`src/rtl/mbb_pkg.sv`:
```
`timescale 1ns / 1ps
// ----------------------------------------------------------------------------
// mbb_pkg
// Shared constants, opcodes and the command type of the bitmap blit unit.
// ----------------------------------------------------------------------------
package mbb_pkg;

  localparam int unsigned FRAME_BYTES  = 2048;
  localparam int unsigned FB_AW        = $clog2(FRAME_BYTES);
  // command address holds a 16-bit row base plus a byte offset
  localparam int unsigned CMD_AW       = 17;
  localparam logic [5:0]  STRIDE_RESET = 6'd16;

  localparam logic [1:0] OP_BEGIN = 2'd0;
  localparam logic [1:0] OP_DATA  = 2'd1;
  localparam logic [1:0] OP_READ  = 2'd2;

  typedef enum logic {
    CMD_READ,
    CMD_MERGE
  } cmd_kind_e;

  typedef struct packed {
    cmd_kind_e         kind;
    logic [CMD_AW-1:0] addr;
    logic [7:0]        bits;
    logic              erase;
  } cmd_t;

endpackage

```
`src/rtl/mbb_ctrl.sv`:
```
`timescale 1ns / 1ps
// ----------------------------------------------------------------------------
// mbb_ctrl
// Blit sequencer: decodes input transactions, tracks row position and carry,
// and issues merge and read commands to the framebuffer pipeline.
// ----------------------------------------------------------------------------
module mbb_ctrl (
  input  logic          clk_i,
  input  logic          rst_ni,
  input  logic          in_valid_i,
  output logic          in_ready_o,
  input  logic [1:0]    operation_i,
  input  logic [7:0]    pos_x_i,
  input  logic [7:0]    pos_y_i,
  input  logic [7:0]    width_pixels_i,
  input  logic [7:0]    height_lines_i,
  input  logic          erase_mode_i,
  input  logic [7:0]    data_byte_i,
  input  logic [10:0]   read_address_i,
  input  logic          cfg_valid_i,
  output logic          cfg_ready_o,
  input  logic [5:0]    cfg_data_i,
  output logic          cmd_valid_o,
  input  logic          cmd_ready_i,
  output mbb_pkg::cmd_t cmd_o
);
  import mbb_pkg::*;

  logic [5:0]  stride_q, stride_d;
  logic [7:0]  carry_q, carry_d;
  logic [2:0]  shift_q, shift_d;
  logic [15:0] row_base_q, row_base_d;
  logic [5:0]  byte_idx_q, byte_idx_d;
  logic [5:0]  row_bytes_q, row_bytes_d;
  logic [7:0]  lines_q, lines_d;
  logic [3:0]  last_bits_q, last_bits_d;
  logic        mode_q, mode_d;
  logic        active_q, active_d;
  logic        trail_valid_q, trail_valid_d;
  cmd_t        trail_q, trail_d;

  logic              accept;
  logic [7:0]        spill_old;
  logic [7:0]        spill_new;
  logic [5:0]        idx_next;
  logic              row_end;
  logic              do_trail;
  logic [CMD_AW-1:0] merge_addr;
  logic [CMD_AW-1:0] trail_addr;
  logic [13:0]       prod;
  logic [5:0]        row_bytes_new;
  cmd_t              merge_cmd;
  cmd_t              read_cmd;

  assign cfg_ready_o = 1'b1;
  assign in_ready_o  = !trail_valid_q && cmd_ready_i;
  assign accept      = in_valid_i && in_ready_o;

  assign spill_old  = 8'({carry_q, 8'h00} >> shift_q);
  assign spill_new  = 8'({data_byte_i, 8'h00} >> shift_q);
  assign idx_next   = byte_idx_q + 6'd1;
  assign row_end    = idx_next >= row_bytes_q;
  assign do_trail   = !mode_q || ((4'(shift_q) + last_bits_q) > 4'd8);
  assign merge_addr = CMD_AW'(row_base_q) + CMD_AW'(byte_idx_q);
  assign trail_addr = CMD_AW'(row_base_q) + CMD_AW'(idx_next);
  assign prod       = 14'(pos_y_i) * 14'(stride_q);
  assign row_bytes_new = 6'(width_pixels_i[7:3]) + 6'(width_pixels_i[2:0] != 3'd0);

  always_comb begin
    merge_cmd.kind  = CMD_MERGE;
    merge_cmd.addr  = merge_addr;
    merge_cmd.bits  = (data_byte_i >> shift_q) |
                      ((byte_idx_q != 6'd0) ? spill_old : 8'h00);
    merge_cmd.erase = mode_q;

    read_cmd.kind  = CMD_READ;
    read_cmd.addr  = CMD_AW'(read_address_i);
    read_cmd.bits  = 8'h00;
    read_cmd.erase = 1'b0;
  end

  // Command mux: a pending trailing merge goes before any new transaction.
  always_comb begin
    if (trail_valid_q) begin
      cmd_valid_o = 1'b1;
      cmd_o       = trail_q;
    end else begin
      cmd_valid_o = in_valid_i &&
                    ((operation_i == OP_READ) || ((operation_i == OP_DATA) && active_q));
      cmd_o       = (operation_i == OP_READ) ? read_cmd : merge_cmd;
    end
  end

  always_comb begin
    stride_d      = stride_q;
    carry_d       = carry_q;
    shift_d       = shift_q;
    row_base_d    = row_base_q;
    byte_idx_d    = byte_idx_q;
    row_bytes_d   = row_bytes_q;
    lines_d       = lines_q;
    last_bits_d   = last_bits_q;
    mode_d        = mode_q;
    active_d      = active_q;
    trail_valid_d = trail_valid_q;
    trail_d       = trail_q;

    if (cfg_valid_i) begin
      stride_d = cfg_data_i;
    end

    if (trail_valid_q && cmd_ready_i) begin
      trail_valid_d = 1'b0;
    end

    if (accept) begin
      unique case (operation_i)
        OP_BEGIN: begin
          shift_d     = pos_x_i[2:0];
          row_base_d  = 16'(prod) + 16'(pos_x_i[7:3]);
          last_bits_d = (width_pixels_i[2:0] != 3'd0) ? 4'(width_pixels_i[2:0]) : 4'd8;
          row_bytes_d = row_bytes_new;
          lines_d     = height_lines_i;
          mode_d      = erase_mode_i;
          byte_idx_d  = 6'd0;
          carry_d     = 8'h00;
          active_d    = (height_lines_i != 8'd0) && (row_bytes_new != 6'd0);
        end
        OP_DATA: begin
          if (active_q) begin
            carry_d    = data_byte_i;
            byte_idx_d = idx_next;
            if (row_end) begin
              // queue the trailing partial byte, step to the next line
              trail_valid_d = do_trail;
              trail_d.kind  = CMD_MERGE;
              trail_d.addr  = trail_addr;
              trail_d.bits  = spill_new;
              trail_d.erase = mode_q;
              row_base_d    = row_base_q + 16'(stride_q);
              byte_idx_d    = 6'd0;
              lines_d       = lines_q - 8'd1;
              if (lines_q == 8'd1) begin
                active_d = 1'b0;
              end
            end
          end
        end
        default: begin
        end
      endcase
    end
  end

  always_ff @(posedge clk_i or negedge rst_ni) begin
    if (!rst_ni) begin
      stride_q      <= STRIDE_RESET;
      carry_q       <= 8'h00;
      shift_q       <= 3'd0;
      row_base_q    <= 16'd0;
      byte_idx_q    <= 6'd0;
      row_bytes_q   <= 6'd0;
      lines_q       <= 8'd0;
      last_bits_q   <= 4'd8;
      mode_q        <= 1'b0;
      active_q      <= 1'b0;
      trail_valid_q <= 1'b0;
    end else begin
      stride_q      <= stride_d;
      carry_q       <= carry_d;
      shift_q       <= shift_d;
      row_base_q    <= row_base_d;
      byte_idx_q    <= byte_idx_d;
      row_bytes_q   <= row_bytes_d;
      lines_q       <= lines_d;
      last_bits_q   <= last_bits_d;
      mode_q        <= mode_d;
      active_q      <= active_d;
      trail_valid_q <= trail_valid_d;
    end
  end

  always_ff @(posedge clk_i) begin
    trail_q <= trail_d;
  end

endmodule

```
`config.mk`:
```
export PLATFORM = sky130hd
export DESIGN_NAME = mbb_ctrl
export DESIGN_NICKNAME = d
export VERILOG_FILES = /design/src/rtl/mbb_pkg.sv /design/src/rtl/mbb_ctrl.sv
export SDC_FILE = /design/constraint.sdc
export NUM_CORES = 1
export LEC_CHECK = 0
export ABC_AREA = 1
export BUFFER_PORTS_ARGS = -buffer_cell sky130_fd_sc_hd__clkbuf_2
export CORE_ASPECT_RATIO = 1.2
export CORE_MARGIN = 2
export CORE_UTILIZATION = 56
export DETAILED_ROUTE_END_ITERATION = 10
export MAX_ROUTING_LAYER = met4
export PLACE_DENSITY = 0.82
export SYNTH_ARGS = -nofsm -noshare
export SYNTH_HDL_FRONTEND = slang
export SYNTH_SLANG_ARGS = --single-unit
export TNS_END_PERCENT = 50
```
`constraint.sdc`:
```
create_clock -name clk_i -period 5.4 [get_ports clk_i]
set_clock_uncertainty 0.1 [all_clocks]
set_input_delay 0.81 -clock clk_i [delete_from_list [all_inputs] [get_ports clk_i]]
set_output_delay 0.81 -clock clk_i [all_outputs]
set_load 0.005 [all_outputs]
```
==> impl_metrics.tcl <==
set metrics [dict create \
    status "finished clean" \
    antenna_found_initial 0 \
    whs_path_depth 2 \
    setup_viol 0 \
    post_cts_buffers 0 \
    critPathCaptureType "flop" \
    io_pins 95 \
    syn_area_per_cell_um2 7.19 \
    cp_top_family "adder cells" \
    grt_pass1_vias 7593 \
    ys.warnings.count 0 \
    worst_slew_pin_slew_ns 1.07 \
    critical_path_class "flop to flop" \
    rsz0062_at_grt "false" \
    via_per_inst 5.46 \
    clk_pin_slew_ns 0.07 \
    finalCritPeriodShare_pct 75.7 \
    detail_route.iter0.violations 589 \
    cp.buffers_inverters 1 \
    cts_resized 0 \
    swShare_pct 46.3 \
    drive_above_1_share_pct 12.1 \
    dieWidth_um 114 \
    globalRouteOverflowTotal 0 \
    numCtsBuffers 9 \
    p_int_mw 1.78 \
    switching_power_mw 1.53 \
    clkSinkCount 84 \
    cts_tree "yes" \
    slowest_delay_ns 0.68 \
    grt_max_degree 60 \
    path_common_cell "nand2_1" \
    start_util_pct 56.9 \
    p_leak_nw 4.91 \
    hold_viol 0 \
    hold-path-endpoint "carry_q[6]" \
    r2r_end "row_base_q[10]" \
    vias 7528 \
    track_usage_pct 28.5 \
    ir_worst_vdd_mv 0.191 \
    syn_area_mm2 0.00810 \
    final_nets 1368 \
    slew_viol_final 0 \
    routed_wl_mm 20.3 \
    wire_per_inst_um 14.7 \
    syn_to_final_growth_pct 10.0 \
    grt_pass1_wl_mm 34.4 \
    fin_hold_ws_ns 0.394 \
    final_cell_mix "nand2_1, inv_1, clkbuf_2" \
    sequentialPowerShare_pct 29.1 \
    rows 48 \
    clk_path_buf_depth 2 \
    ys_seq_area_share_pct 27.5 \
    cp.arrival_ns 4.22 \
    cts_hold_buf 0 \
    combinationalPowerShare_pct 53.4 \
    hp-start "carry_q[6]" \
    fin_crit_ns 4.09 \
    die-height_um 136 \
    start_kind "flop" \
    reg2reg_depth 18 \
    io_buffers 93 \
    htree_num_levels 3 \
    reg2reg_from "stride_q[4]" \
    max_freq_mhz 245 \
    synth_nets 1294 \
    clockRootBuffer "clkbuf_16" \
    syn_inst 1126 \
    r2r_slack_ns 1.31 \
    die-area_mm2 0.0154 \
    dp_hpwl_mm 15.9 \
    insertion_delay_ns 0.35 \
    slew_headroom_pct 28.9 \
    tns_ns 0 \
    cap_violations 0 \
    synth_cell_types 51 \
    drtPass1Iterations 5 \
    core-area_mm2 0.0142 \
    final_common_cell "nand2_1" \
    cp_max_fo 10 \
    synth-seq-cells 84 \
    cp.required_ns 5.54 \
    power_density_mw_per_mm2 371 \
    p_clk_share_pct 17.6 \
    worstPathCellList "nand2_1, fa_1, fa_1, inv_1, fa_1, ha_1, ha_1, nand2_1, nor2_1, nand2_1, nand3_1, nand2_1, nand2_1, nand2_1, nand3_1, nand2_1, nand2_1, nand2_1" \
    hp-class "flop to flop" \
    ant_nets 0 \
    gp_congestion 0.946 \
    drc 0 \
    crit_path_top_delay_cell "dfstp_2" \
    diodes 0 \
]
-- power by group through the flow --
stage	logic, mW	clock network (mW)	registers (mW)
2_1_floorplan	1.36	0	0.885
3_3_place_gp	1.70	0	0.960
3_5_place_dp	1.75	0	0.966
4_1_cts	1.76	0.583	0.955
5_1_grt	2.04	0.607	0.979
6_report	1.77	0.581	0.962
-- tightest hold or removal path, delay by kind of cell, from the launching register on --
| family | cells | cell delay, ns |
|---|---|---|
| flip-flops | 1 | 0.35 |
| AO/OA/AOI/OAI | 1 | 0.06 |
| AND/OR/NAND/NOR | 1 | 0.05 |
-- layer usage --
metal	share of wire [%]	global-route usage [%]
met1	40	31.1
met3	3.6	2.10
met5	0	-
met2	53	53.2
met4	3.0	11.9
-- area by class of cell --
| cell class | instances | area [um2] |
|---|---|---|
| Fill cell | 1269 | 5330 |
| Tap cell | 175 | 219 |
| Clock buffer | 9 | 225 |
| Clock inverter | 7 | 50.0 |
| Sequential cell | 84 | 2230 |
| Inverter | 181 | 684 |
| Timing Repair Buffer | 97 | 495 |
| Multi-Input combinational cell | 827 | 5000 |
-- synth_stat cells, drive strengths merged --
cell type  count  area, um2
xnor2          3       26.3
or2            4       25.0
o21ai         90        454
a21boi         1       7.51
edfxtp        25        751
nand3b         3       22.5
dfrtp         57       1430
o211ai         7       52.6
conb           1       3.75
mux2           5       56.3
buf           17        118
ha            72        901
nand4         14       87.6
nand2        347       1320
nor3           3       26.3
clkbuf        17       63.8
inv          181        684
mux2i          2       20.0
o22ai          7       43.8
a22o           6       52.6
nor2          62        253
a21o           3       22.5
fa            31        621
a21oi         38        205
nor4           5       37.5
xor2          26        228
o31ai          1       7.51
a31oi          2       12.5
a22oi         11       87.6
dfstp          2       52.6
a211oi         1       7.51
and2           2       12.5
nand3         80        405
-- stage by stage --
step | util [%] | setup WS (ns) | cell area (um2) | power (mW) | std cells
6_report | 62.6 | 1.31 | 8910 | 3.31 | 1380
5_1_grt | 62.6 | 1.02 | 8910 | 3.63 | 1380
4_1_cts | 62.6 | 1.29 | 8910 | 3.30 | 1380
3_5_place_dp | 60.6 | 1.00 | 8630 | 2.71 | 1364
3_3_place_gp | 60.6 | 1.10 | 8630 | 2.66 | 1364
2_1_floorplan | - | 1.41 | 8100 | 2.24 | 1126
-- cell families (layout without fill, tap and decap cells) --
kind of cell               count (synthesis)  after routing  share of synthesized area [%]
xor gates and xnor gates                  29             29                           3.14
DFF                                       84             84                           27.5
other                                      1              1                         0.0463
muxes                                      7              7                          0.943
AOI/OAI and AO/OA                        167            167                           11.8
adders and majority gates                103            103                           18.8
and+or+nand+nor                          520            520                           27.1
buffers and inverters                    215            294                           10.7
-- registers in the layout (all words and copies together), names as in the netlist --
| name | cells |
|---|---|
| active_q | 1 |
| byte_idx_q | 6 |
| carry_q | 7 |
| last_bits_q | 4 |
| lines_q | 8 |
| mode_q | 1 |
| row_base_q | 16 |
| row_bytes_q | 6 |
| shift_q | 3 |
| stride_q | 6 |
| trail_q | 25 |
| trail_valid_q | 1 |
-- how the worst max path moves through the flow --
stage           startpoint              to  slack, ns  depth (start not counted)
2_1_floorplan   pos_y_i[2]   row_base_q[5]       1.41                         16
3_3_place_gp    pos_y_i[0]  row_base_q[14]       1.10                         17
3_5_place_dp    pos_y_i[2]  row_base_q[10]       1.00                         21
4_1_cts        stride_q[4]  row_base_q[10]       1.29                         18
5_1_grt        stride_q[4]  row_base_q[14]       1.02                         17
6_report       stride_q[4]  row_base_q[10]       1.31                         18
Power figures use the tool's default switching activity.
